$ cat config.mk
export PLATFORM = sky130hd
export DESIGN_NAME = sorted_priority_queue
export DESIGN_NICKNAME = d
export VERILOG_FILES = /design/src/hw/rtl/spq_pkg.sv /design/src/hw/rtl/sorted_priority_queue.sv /design/src/hw/rtl/spq_ram.sv /design/src/hw/rtl/spq_ctrl.sv /design/src/hw/rtl/spq_dp.sv
export SDC_FILE = /design/constraint.sdc
export NUM_CORES = 2
export LEC_CHECK = 0
export BUFFER_PORTS_ARGS = -buffer_cell sky130_fd_sc_hd__clkbuf_2
export CAP_MARGIN = 20
export CORE_AREA = 2 2 567 569
export CTS_BUF_LIST = sky130_fd_sc_hd__clkbuf_2
export DETAILED_ROUTE_END_ITERATION = 7
export DIE_AREA = 0 0 569 571
export PLACE_DENSITY = 0.52
export RECOVER_POWER = 50
export SYNTH_ARGS = -nofsm -noshare
export SYNTH_HDL_FRONTEND = slang
export SYNTH_SLANG_ARGS = --single-unit
$ cat constraint.sdc
create_clock -name clk -period 7.15 [get_ports clk]
set_input_delay 2.145 -clock clk [delete_from_list [all_inputs] [get_ports clk]]
set_output_delay 2.145 -clock clk [all_outputs]
set_load 0.05 [all_outputs]
$ cat src/hw/rtl/spq_pkg.sv
// ----------------------------------------------------------------------------
// spq_pkg
// Shared types and constants for the sorted priority queue.
// ----------------------------------------------------------------------------
`default_nettype none

package spq_pkg;

    localparam int KEY_BITS       = 32;
    localparam int IN_TAG_BITS    = 16;
    localparam int OUT_TAG_BITS   = 16;
    localparam int FILL_BITS      = 7;
    localparam int FAULT_BITS     = 2;
    localparam int IN_TDATA_BITS  = 48;
    localparam int OUT_TDATA_BITS = 56;
    localparam int OUT_TUSER_BITS = 3;

    localparam logic OP_INSERT  = 1'b0;
    localparam logic OP_EXTRACT = 1'b1;

    localparam logic [FAULT_BITS-1:0] FAULT_NONE  = 2'd0;
    localparam logic [FAULT_BITS-1:0] FAULT_FULL  = 2'd1;
    localparam logic [FAULT_BITS-1:0] FAULT_EMPTY = 2'd2;

    typedef enum logic [1:0] {
        RES_INS_OK,
        RES_INS_FULL,
        RES_EXT_OK,
        RES_EXT_EMPTY
    } res_kind_t;

    typedef struct packed {
        logic      load_in;
        logic      idx_top;
        logic      idx_dec;
        logic      rd_en;
        logic      rd_top;
        logic      wr_new;
        logic      wr_shift;
        logic      res_load;
        res_kind_t res_kind;
    } cmd_t;

    typedef struct packed {
        logic op;
        logic full;
        logic empty;
        logic idx_zero;
        logic less;
    } sts_t;

endpackage

`default_nettype wire

$ cat src/hw/rtl/sorted_priority_queue.sv
// ----------------------------------------------------------------------------
// sorted_priority_queue
// Bounded min-first queue of (key, tag) entries; equal keys leave newest first.
//
// Input stream (s_axis): tuser is the op (insert or extract), tdata carries
// key and tag. Output stream (m_axis): one result transaction per input
// transaction, in order, with extracted tag and key, found and fault flags,
// and the entry count after the operation.
// After an input transaction is accepted, s_axis_tready stays low until the
// result is loaded. An extract or a faulted op goes straight to the result;
// an insert first walks from the tail toward the head, shifting each stored
// entry with a smaller key up by one, one entry per read/compare pair through
// the single-port-read entry RAM, and writes the new entry where it stops.
// The result is presented on m_axis in the cycle s_axis_tready returns.
// The result sits in an output register; a new transaction is accepted while
// it waits. When the receiver stalls, the next result holds in the sequencer
// until the output register frees up, and input accepts stop behind it.
// Reset empties the queue at once; RAM contents need no clearing.
// ----------------------------------------------------------------------------
`default_nettype none

module sorted_priority_queue #(
    parameter int DEPTH    = 64,
    parameter int TAG_BITS = 16
) (
    input  wire logic                                 clk,
    input  wire logic                                 rst_n,
    input  wire logic                                 s_axis_tvalid,
    output logic                                      s_axis_tready,
    // [31:0] key, [47:32] tag
    input  wire logic [spq_pkg::IN_TDATA_BITS-1:0]    s_axis_tdata,
    // [0] op
    input  wire logic                                 s_axis_tuser,
    output logic                                      m_axis_tvalid,
    input  wire logic                                 m_axis_tready,
    // [15:0] out_tag, [47:16] out_key, [54:48] fill, [55] zero
    output logic [spq_pkg::OUT_TDATA_BITS-1:0]        m_axis_tdata,
    // [0] found, [2:1] fault
    output logic [spq_pkg::OUT_TUSER_BITS-1:0]        m_axis_tuser
);

    import spq_pkg::*;

    cmd_t                    cmd;
    sts_t                    sts;
    logic [OUT_TAG_BITS-1:0] res_tag;
    logic [KEY_BITS-1:0]     res_key;
    logic                    res_found;
    logic [FAULT_BITS-1:0]   res_fault;
    logic [FILL_BITS-1:0]    res_fill;

    spq_ctrl u_ctrl (
        .clk       (clk),
        .rst_n     (rst_n),
        .in_valid  (s_axis_tvalid),
        .in_ready  (s_axis_tready),
        .out_valid (m_axis_tvalid),
        .out_ready (m_axis_tready),
        .sts       (sts),
        .cmd       (cmd)
    );

    spq_dp #(
        .DEPTH    (DEPTH),
        .TAG_BITS (TAG_BITS)
    ) u_dp (
        .clk       (clk),
        .rst_n     (rst_n),
        .in_op     (s_axis_tuser),
        .in_key    (signed'(s_axis_tdata[KEY_BITS-1:0])),
        .in_tag    (s_axis_tdata[KEY_BITS+IN_TAG_BITS-1:KEY_BITS]),
        .cmd       (cmd),
        .sts       (sts),
        .res_tag   (res_tag),
        .res_key   (res_key),
        .res_found (res_found),
        .res_fault (res_fault),
        .res_fill  (res_fill)
    );

    assign m_axis_tdata = {1'b0, res_fill, res_key, res_tag};
    assign m_axis_tuser = {res_fault, res_found};

`ifndef SYNTH
    a_ready_drops: assert property (@(posedge clk) disable iff (!rst_n)
        (s_axis_tvalid && s_axis_tready) |=> !s_axis_tready)
        else $error("input accepted while previous transaction in progress");

    a_found_no_fault: assert property (@(posedge clk) disable iff (!rst_n)
        (m_axis_tvalid && m_axis_tuser[0]) |-> (m_axis_tuser[2:1] == FAULT_NONE))
        else $error("found result carries a fault code");

    a_empty_fill: assert property (@(posedge clk) disable iff (!rst_n)
        (m_axis_tvalid && m_axis_tuser[2:1] == FAULT_EMPTY)
        |-> (m_axis_tdata[54:48] == '0))
        else $error("extract on empty reports nonzero fill");

    a_full_fill: assert property (@(posedge clk) disable iff (!rst_n)
        (m_axis_tvalid && m_axis_tuser[2:1] == FAULT_FULL)
        |-> (m_axis_tdata[54:48] == FILL_BITS'(DEPTH)))
        else $error("dropped insert reports fill other than capacity");
`endif

endmodule

`default_nettype wire

$ cat src/hw/rtl/spq_ram.sv
// ----------------------------------------------------------------------------
// spq_ram
// Generic simple dual-port RAM, one write port, one registered read port.
// ----------------------------------------------------------------------------
`default_nettype none

module spq_ram #(
    parameter int WIDTH = 48,
    parameter int DEPTH = 64
) (
    input  wire logic                     clk,
    input  wire logic                     wr_en,
    input  wire logic [$clog2(DEPTH)-1:0] wr_addr,
    input  wire logic [WIDTH-1:0]         wr_data,
    input  wire logic                     rd_en,
    input  wire logic [$clog2(DEPTH)-1:0] rd_addr,
    output logic      [WIDTH-1:0]         rd_data
);

    logic [WIDTH-1:0] mem [DEPTH];

    always_ff @(posedge clk)
    begin
        if (wr_en)
        begin
            mem[wr_addr] <= wr_data;
        end
        if (rd_en)
        begin
            rd_data <= mem[rd_addr];
        end
    end

endmodule

`default_nettype wire

$ cat src/hw/rtl/spq_ctrl.sv
// ----------------------------------------------------------------------------
// spq_ctrl
// Sequencer: dispatch, insertion walk from the tail, result handoff.
// ----------------------------------------------------------------------------
`default_nettype none

module spq_ctrl (
    input  wire logic          clk,
    input  wire logic          rst_n,
    input  wire logic          in_valid,
    output logic               in_ready,
    output logic               out_valid,
    input  wire logic          out_ready,
    input  wire spq_pkg::sts_t sts,
    output spq_pkg::cmd_t      cmd
);

    import spq_pkg::*;

    typedef enum logic [2:0] {
        S_IDLE,
        S_DISPATCH,
        S_WALK_RD,
        S_WALK_CMP,
        S_FINISH
    } state_t;

    state_t    state_reg, state_next;
    res_kind_t kind_reg, kind_next;
    logic      out_valid_reg, out_valid_next;

    always_comb
    begin
        state_next = state_reg;
        kind_next  = kind_reg;
        cmd        = '0;
        cmd.res_kind = kind_reg;
        in_ready   = 1'b0;

        unique case (state_reg)
            S_IDLE:
            begin
                in_ready    = 1'b1;
                cmd.load_in = in_valid;
                if (in_valid)
                begin
                    state_next = S_DISPATCH;
                end
            end
            S_DISPATCH:
            begin
                if (sts.op == OP_INSERT)
                begin
                    if (sts.full)
                    begin
                        kind_next  = RES_INS_FULL;
                        state_next = S_FINISH;
                    end
                    else
                    begin
                        kind_next   = RES_INS_OK;
                        cmd.idx_top = 1'b1;
                        state_next  = S_WALK_RD;
                    end
                end
                else
                begin
                    if (sts.empty)
                    begin
                        kind_next = RES_EXT_EMPTY;
                    end
                    else
                    begin
                        kind_next  = RES_EXT_OK;
                        cmd.rd_en  = 1'b1;
                        cmd.rd_top = 1'b1;
                    end
                    state_next = S_FINISH;
                end
            end
            S_WALK_RD:
            begin
                if (sts.idx_zero)
                begin
                    cmd.wr_new = 1'b1;
                    state_next = S_FINISH;
                end
                else
                begin
                    cmd.rd_en  = 1'b1;
                    state_next = S_WALK_CMP;
                end
            end
            S_WALK_CMP:
            begin
                if (sts.less)
                begin
                    cmd.wr_shift = 1'b1;
                    cmd.idx_dec  = 1'b1;
                    state_next   = S_WALK_RD;
                end
                else
                begin
                    cmd.wr_new = 1'b1;
                    state_next = S_FINISH;
                end
            end
            S_FINISH:
            begin
                if (!out_valid_reg || out_ready)
                begin
                    cmd.res_load = 1'b1;
                    state_next   = S_IDLE;
                end
            end
            default:
            begin
                state_next = S_IDLE;
            end
        endcase

        if (cmd.res_load)
        begin
            out_valid_next = 1'b1;
        end
        else if (out_ready)
        begin
            out_valid_next = 1'b0;
        end
        else
        begin
            out_valid_next = out_valid_reg;
        end
    end

    always_ff @(posedge clk or negedge rst_n)
    begin
        if (!rst_n)
        begin
            state_reg     <= S_IDLE;
            kind_reg      <= RES_INS_OK;
            out_valid_reg <= 1'b0;
        end
        else
        begin
            state_reg     <= state_next;
            kind_reg      <= kind_next;
            out_valid_reg <= out_valid_next;
        end
    end

    assign out_valid = out_valid_reg;

endmodule

`default_nettype wire

$ cat src/hw/rtl/spq_dp.sv
// ----------------------------------------------------------------------------
// spq_dp
// Datapath: entry count, walk index, entry RAM, key compare, result register.
// Entries are held largest key first; the smallest sits at index count-1.
// ----------------------------------------------------------------------------
`default_nettype none

module spq_dp #(
    parameter int DEPTH    = 64,
    parameter int TAG_BITS = 16
) (
    input  wire logic                                  clk,
    input  wire logic                                  rst_n,
    input  wire logic                                  in_op,
    input  wire logic signed [spq_pkg::KEY_BITS-1:0]   in_key,
    input  wire logic [spq_pkg::IN_TAG_BITS-1:0]       in_tag,
    input  wire spq_pkg::cmd_t                         cmd,
    output spq_pkg::sts_t                              sts,
    output logic [spq_pkg::OUT_TAG_BITS-1:0]           res_tag,
    output logic [spq_pkg::KEY_BITS-1:0]               res_key,
    output logic                                       res_found,
    output logic [spq_pkg::FAULT_BITS-1:0]             res_fault,
    output logic [spq_pkg::FILL_BITS-1:0]              res_fill
);

    import spq_pkg::*;

    localparam int AW = $clog2(DEPTH);
    localparam int CW = $clog2(DEPTH + 1);
    localparam int EW = KEY_BITS + TAG_BITS;

    logic [CW-1:0]              count_reg, count_next;
    logic [AW-1:0]              idx_reg, idx_next;
    logic                       op_reg;
    logic signed [KEY_BITS-1:0] ent_key_reg;
    logic [TAG_BITS-1:0]        ent_tag_reg;

    logic [OUT_TAG_BITS-1:0]    res_tag_reg;
    logic [KEY_BITS-1:0]        res_key_reg;
    logic                       res_found_reg;
    logic [FAULT_BITS-1:0]      res_fault_reg;
    logic [FILL_BITS-1:0]       res_fill_reg;

    logic                       wr_en;
    logic [AW-1:0]              rd_addr;
    logic [EW-1:0]              wr_data;
    logic [EW-1:0]              rd_data;
    logic signed [KEY_BITS-1:0] rd_key;
    logic [TAG_BITS-1:0]        rd_tag;

    assign rd_key  = signed'(rd_data[KEY_BITS-1:0]);
    assign rd_tag  = rd_data[EW-1:KEY_BITS];
    assign rd_addr = cmd.rd_top ? AW'(count_reg - 1'b1) : (idx_reg - 1'b1);
    assign wr_en   = cmd.wr_new | cmd.wr_shift;
    assign wr_data = cmd.wr_shift ? rd_data : {ent_tag_reg, ent_key_reg};

    spq_ram #(
        .WIDTH (EW),
        .DEPTH (DEPTH)
    ) u_ram (
        .clk     (clk),
        .wr_en   (wr_en),
        .wr_addr (idx_reg),
        .wr_data (wr_data),
        .rd_en   (cmd.rd_en),
        .rd_addr (rd_addr),
        .rd_data (rd_data)
    );

    always_comb
    begin
        count_next = count_reg;
        if (cmd.res_load && cmd.res_kind == RES_INS_OK)
        begin
            count_next = count_reg + 1'b1;
        end
        else if (cmd.res_load && cmd.res_kind == RES_EXT_OK)
        begin
            count_next = count_reg - 1'b1;
        end

        idx_next = idx_reg;
        if (cmd.idx_top)
        begin
            idx_next = AW'(count_reg);
        end
        else if (cmd.idx_dec)
        begin
            idx_next = idx_reg - 1'b1;
        end
    end

    always_ff @(posedge clk or negedge rst_n)
    begin
        if (!rst_n)
        begin
            count_reg <= '0;
        end
        else
        begin
            count_reg <= count_next;
        end
    end

    always_ff @(posedge clk)
    begin
        idx_reg <= idx_next;
        if (cmd.load_in)
        begin
            op_reg      <= in_op;
            ent_key_reg <= in_key;
            ent_tag_reg <= TAG_BITS'(in_tag);
        end
        if (cmd.res_load)
        begin
            res_fill_reg <= FILL_BITS'(count_next);
            case (cmd.res_kind)
                RES_EXT_OK:
                begin
                    res_tag_reg   <= OUT_TAG_BITS'(rd_tag);
                    res_key_reg   <= rd_key;
                    res_found_reg <= 1'b1;
                    res_fault_reg <= FAULT_NONE;
                end
                RES_INS_FULL:
                begin
                    res_tag_reg   <= '0;
                    res_key_reg   <= '0;
                    res_found_reg <= 1'b0;
                    res_fault_reg <= FAULT_FULL;
                end
                RES_EXT_EMPTY:
                begin
                    res_tag_reg   <= '0;
                    res_key_reg   <= '0;
                    res_found_reg <= 1'b0;
                    res_fault_reg <= FAULT_EMPTY;
                end
                default:
                begin
                    res_tag_reg   <= '0;
                    res_key_reg   <= '0;
                    res_found_reg <= 1'b0;
                    res_fault_reg <= FAULT_NONE;
                end
            endcase
        end
    end

    assign sts.op       = op_reg;
    assign sts.full     = (count_reg == CW'(DEPTH));
    assign sts.empty    = (count_reg == '0);
    assign sts.idx_zero = (idx_reg == '0);
    assign sts.less     = (rd_key < ent_key_reg);

    assign res_tag   = res_tag_reg;
    assign res_key   = res_key_reg;
    assign res_found = res_found_reg;
    assign res_fault = res_fault_reg;
    assign res_fill  = res_fill_reg;

endmodule

`default_nettype wire

# Word level (Yosys, flattened, before mapping)
# Memory sizes are Yosys's and may differ from the RTL's. A register that Yosys moved wholly into a read port is not among the register bits.
# Cells that the tools add are included.
[word_totals]
ff_bits = 126
latchBits = 0
ram_bits = 3072
rom_bits = 0
input_bits = 53
output_inout_bits = 61
word_cells = 79
memories = 1
[classes]
n_addsub = 3
multipliers = 0
n_div = 0
n_lt_le_gt_ge = 1
n_eq_ne = 10
shifts = 0
mux = 39
bitwise = 1
reduce_logical = 11
[mem_list]
columns = ["name", "depth", "width", "read_ports", "rd_ports_with_merged_regs", "wr", "line", "source"]
rows = [
  ["u_dp.u_ram.mem", 64, 48, 1, 1, 1, "spq_ram.sv:20", "logic [WIDTH-1:0] mem [DEPTH];"],
]
[ops]
columns = ["operator", "count"]
rows = [
  ["48-bit two-way mux", 1],
  ["32-bit < comparator", 1],
  ["1-bit two-way mux", 20],
  ["3-bit two-way mux", 6],
  ["6-bit two-way mux", 3],
  ["3-bit case mux with 5 select lines", 1],
  ["7-bit two-way mux", 2],
  ["7-bit by 1-bit adder with 7-bit output, second input constant", 1],
  ["7-bit equality test, second input constant", 1],
  ["7-bit logical NOT", 1],
  ["7-bit by 1-bit subtractor with 7-bit output, second input constant", 1],
  ["3-bit by 2-bit equality test with 1-bit output, second input constant", 2],
  ["6-bit logical NOT", 1],
  ["2-bit two-way mux", 3],
  ["6-bit by 1-bit subtractor with 6-bit output, second input constant", 1],
  ["2-bit equality test, second input constant", 2],
  ["1-bit case mux with 2 select lines", 2],
  ["2-bit case mux with 2 select lines", 1],
  ["2-bit nonzero test", 2],
  ["3-bit by 1-bit equality test with 1-bit output, second input constant", 1],
  ["3-bit equality test, second input constant", 1],
  ["3-bit logical NOT", 1],
  ["2-bit by 1-bit equality test with 1-bit output, second input constant", 1],
  ["1-bit logical AND", 2],
  ["7 further kinds", 7],
]

# Longest topological paths before layout
[logic_depth]
depth_word = 7
mapped_depth = 16
depth_no_buf = 10

# Modules after synthesis
# From an unflattened synthesis, not the netlist that was laid out.
[unflattened]
cells_unflattened = 5478
hier_area_um2 = 123767.5
[modules_own_cells]
columns = ["module", "n_inst", "cells_each", "area_per_inst_um2", "seq_area_each_um2"]
rows = [
  ["spq_ram", 1, 4970, 117597.8, 93689.9],
  ["spq_dp", 1, 461, 5766.8, 3568.4],
  ["spq_ctrl", 1, 44, 384.1, 150.1],
  ["sorted_priority_queue", 1, 3, 18.8, 0.0],
]

# Least setup slack after synthesis
# Ideal clock, no wire load.
[synth_path]
path_type = "reg2reg"
startpoint = "register u_dp.idx_reg[4]"
endpoint = "register u_dp.u_ram.rd_data[0], read port of u_dp.u_ram.mem (enable)"
setup_time_ns = 0.525
arrival_time_ns = 4.962
required_time_ns = 6.625
setup_slack_ns = 1.663
path_stages_with_launch = 7
path_buffers = 2
period_less_slack_ns = 5.487
cell_sequence = "edfxtp_1 -> clkbuf_1 -> or3_1 -> clkbuf_1 -> nor3b_1 -> or2_2 -> o31ai_1"
[synth_lines]
columns = ["element", "line", "source"]
rows = [
  ["from (decl)", "spq_dp.sv:33", "logic [AW-1:0] idx_reg, idx_next;"],
  ["from (signal assigned)", "spq_dp.sv:107", "idx_reg <= idx_next;"],
  ["to (decl)", "spq_ram.sv:17", "output logic [WIDTH-1:0] rd_data"],
]

# Worst setup path after layout
[layout_path]
startpoint = "register u_dp.idx_reg[3]"
endpoint = "memory u_dp.u_ram.mem[59][22] (enable)"
[layout_between]
elab_chain_cells = 6
[layout_rtl]
columns = ["element", "line", "source"]
rows = [
  ["6-bit logical NOT", "spq_dp.sv:153", "assign sts.idx_zero = (idx_reg == '0);"],
  ["1-bit two-way mux", "spq_ctrl.sv:83", "if (sts.idx_zero)"],
  ["1-bit case mux with 2 select lines", "spq_ctrl.sv:40", "unique case (state_reg)"],
  ["1-bit OR", "spq_dp.sv:54", "assign wr_en = cmd.wr_new | cmd.wr_shift;"],
  ["1-bit two-way mux", "spq_ram.sv:24", "if (wr_en)"],
  ["1-bit two-way mux (implied by the code)", "spq_ram.sv:26", "mem[wr_addr] <= wr_data;"],
  ["to (decl)", "spq_ram.sv:20", ""],
]
# Parallel ways exist; a longest one is shown, timed or not.

==> impl_results.md <==
- Most frequent cells in the layout: edfxtp_1 (3233), nand2_1 (2889), nand3_1 (1721)
- Port Buffers: 112
- Reg power frac: 0.408
- Slowest CP cell: nor2_1
- Area growth from synthesis to layout: 11.14%
- Stages on worst setup path: 7
- Vias in the first global route: 81402
- Placer Congestion: 0.8399
- Final nets: a little over 10000
- HPWL Detailed: 241300 um
- Drt first pass iters: 6
- Failing checks: max-capacitance violations, max-slew violations
- Setup violators final: 0
- Post-DR vias/cell: 5.796
- Synth Area in Simple Gates: 0.1782
- Vias: 86772
- Synth Flop Type: edfxtp_1
- TritonCTS clock tree: built
- Gate power share: 0.375
- Num rows: 208
- Top reg by flops: u_dp.u_ram.mem
- Synthesized cell area: 127000 um2
- CP endpoint kind: flop
- Fin. max-slew vios: between 1500 and 2000
- Cell Int Power: 33.68 mW
- Actual slew at the worst max-slew pin: a little over 4 ns
- Ports: 114
- Largest registers: u_dp.u_ram.mem: 3072 flops, u_dp.u_ram.rd_data: 48 flops
- Relative slew slack: -1.768
- GRT Total Usage: 0.2854
- Status: finished with violations
- Die Wd: 569 um
- Critical Path Fanout Max: 14
- Switch share: 0.4234
- Register-to-Register Path Depth: 7
- Residual DRC: 0
- Largest family of logic cells by synthesized area: simple AND/OR/NAND/NOR gates
- Post-Synth XOR/XNOR Area: 0.001172
- Commonest non-fill, non-tap cell in the layout: edfxtp_1
- Filler cell count: 29340
- CTS root buffer: clkbuf_2
- Largest net degree at the start of global routing: about 180
- Max_cap viols: 88
- Longest Clk Path Bufs: 4
- RSZ-0062 raised after global routing: false
- Multi-input logic area: about 27000 um2
- Inserted Clock Buffers: 815
- Sink Count: 3246
- Hold Path Class: in -> reg
- Initial antenna violation count: 38
- Syn nets: 9608
- Synthesis warning total: 0
- Antenna Nets Post-Route: 0
- Async set-reset flop share out of synthesis: 0.004005
- Post-synthesis mux area share: 0.01114
- Clock share of power: 0.218
- Cells after Synth: 9519
- Arr. time, crit path: 8.24 ns
- Number of flops mapped to enable cells by yosys: ~3200
- Family with the most delay on the worst path: simple AND/OR/NAND/NOR gates
- Die Y: about 570 um
- Clk_skew: 0.3223 ns
- Crit path buf inv count: 1
- Adder-cell share of the synthesized area: 0.003546
- Hold Violations, Final: 0
- Grt ovf: 0
- Core ar.: 319300 um2
- Final period util: 0.9168
- Synth Area in Compound Gates: 0.01692
- CP Class: reg -> reg
- Pleak: 48.97 nW
- Routed WL: 474800 um
- Post-CTS Setup Bufs: 0
- Pwr dens: approximately 410 nW/um2
- First-pass GRT wire length: 647800 um
- Count of cell types in the netlist: 69
- Wire length per cell: roughly 32 um
- Worst-Skew Late Latency: roughly 2.3 ns
- Crit-path cells: or3_1 -> nor3b_1 -> or2_2 -> and3_1 -> nand2_1 -> nor2_1 -> buf_4
- Data required, critical path: 8.83 ns
- Sequential share of the synthesized area: 0.7669
- Clk pin slew, worst setup/hold paths: ~0.11 ns
- DRT iter0 DRCs: 13564
- CP Launch Type: flop
- Hold depth: 1
- Post-Route Setup TNS: 0 ns
- CP peak stage delay: ~2.5 ns
- Max reg flops: between 3000 and 4000
- Synthesized flop and latch total: 3246
- Final worst path period need: 6.555 ns
- Peak Freq: 152.5 MHz
- Total Die Area: 324900 um2
- Layout Utilization: 0.4421
- Share of layout cells above drive strength 1: 0.1558
- FF+latch area: just under 100000 um2
- Switching pwr: 24.73 mW
- Initial Util: 0.3978
- VDD IR-drop max: 0.4639 mV
- Syn Area/Cell: 13.34 um2
- H-tree depth: 6
-- metal layers --
metal	routed length (um)	vias up	global-route usage
met1	188200	43710	0.3921
met2	215100	5461	0.4405
met3	50600	969	0.06049
met4	20810	12	0.1191
met5	76	-	0
li1	-	36620	-
-- cell type report --
cell class / instances / share of cell area
well taps: 4200 / 0.03722
flip-flops and latches: 3246 / 0.6900
repair buffers: 423 / 0.02746
multi-input cells: 5647 / 0.1922
clock buffers: 1210 / 0.04290
clock inverters: 194 / 0.008907
inverters: 38 / 0.001019
diodes: 14 / 0.0002482
-- Yosys cell counts (all sizes together), types with 3 or more instances --
| library cell | instances | area (um2) |
|---|---|---|
| edfxtp | 3233 | 97080 |
| nand2 | 2890 | 10850 |
| nand3 | 1721 | 8613 |
| buf | 316 | 1642 |
| nand4 | 286 | 1789 |
| clkbuf | 272 | 1021 |
| nor2 | 97 | 364.1 |
| mux2i | 84 | 840.8 |
| a31oi | 77 | 488.0 |
| o21ai | 72 | 367.9 |
| and2 | 52 | 325.3 |
| mux2 | 51 | 574.3 |
| a32oi | 46 | 402.9 |
| inv | 37 | 138.9 |
| ha | 36 | 450.4 |
| or4 | 33 | 247.7 |
| a21oi | 32 | 160.2 |
| o22ai | 22 | 137.6 |
| or3 | 22 | 147.6 |
| a221oi | 18 | 163.9 |
| a21o | 15 | 112.6 |
| dfrtp | 13 | 325.3 |
| xnor2 | 10 | 87.58 |
| o31ai | 8 | 102.6 |
| nand2b | 7 | 43.79 |
| xor2 | 7 | 61.31 |
| nor3 | 5 | 25.02 |
| and3 | 4 | 25.02 |
| nor3b | 4 | 30.03 |
| o2111ai | 4 | 35.03 |
| or2 | 4 | 25.02 |
| nand3b | 3 | 22.52 |
| nor2b | 3 | 18.77 |
| nor4 | 3 | 18.77 |
| o211ai | 3 | 22.52 |
| or3b | 3 | 26.28 |
-- power by group through the flow --
stage | registers [mW] | logic (mW) | clock network (mW)
after floorplan | 24.0 | 13.3 | 0
after global placement | 24.2 | 21.2 | 0
after detailed placement | 24.2 | 21.4 | 0
after CTS | 23.8 | 21.5 | 12.9
after global routing | 23.8 | 23.3 | 13.8
final | 23.8 | 21.9 | 12.7
-- cell families after synthesis --
kind of cell	Yosys count
buffers and inverters	626
xor gates and xnor gates	17
DFF	3246
and+or+nand+nor	5144
muxes	135
AOI/OAI and AO/OA	314
other	1
adders and majority gates	36
-- metrics by stage --
step	power (mW)	std cells	setup slack (ns)	hold slack [ns]	cell area, um2
2_1_floorplan	37.25	9519	1.663	0.5163	127000
3_3_place_gp	45.41	13481	1.729	0.5919	133600
3_5_place_dp	45.63	13489	1.869	0.5828	133800
4_1_cts	58.18	14928	1.354	0.001555	141400
5_1_grt	61.00	14963	0.7397	0.1714	141100
6_report	58.41	14972	0.5946	0.1914	141200
-- final timing paths --
check,start,to,slack (ns)
max in group asynchronous,rst_n,u_ctrl.kind_reg[0],5.89
max reg2reg,u_dp.idx_reg[3],u_dp.u_ram.mem[59][22],0.59
max,u_dp.idx_reg[3],u_dp.u_ram.mem[59][22],0.59
min,s_axis_tuser,u_dp.op_reg,0.19
min in group asynchronous,rst_n,u_dp.count_reg[5],0.59
min reg2reg,u_ctrl.out_valid,u_ctrl.out_valid,0.61
-- timing repair --
| item | in CTS | in global routing |
|---|---|---|
| hold buffers | 35 | 0 |
| gates resized for setup | 0 | 0 |
| hold endpoints to repair | 47 | 0 |
No activity file was read; power rests on OpenSTA's default activity.
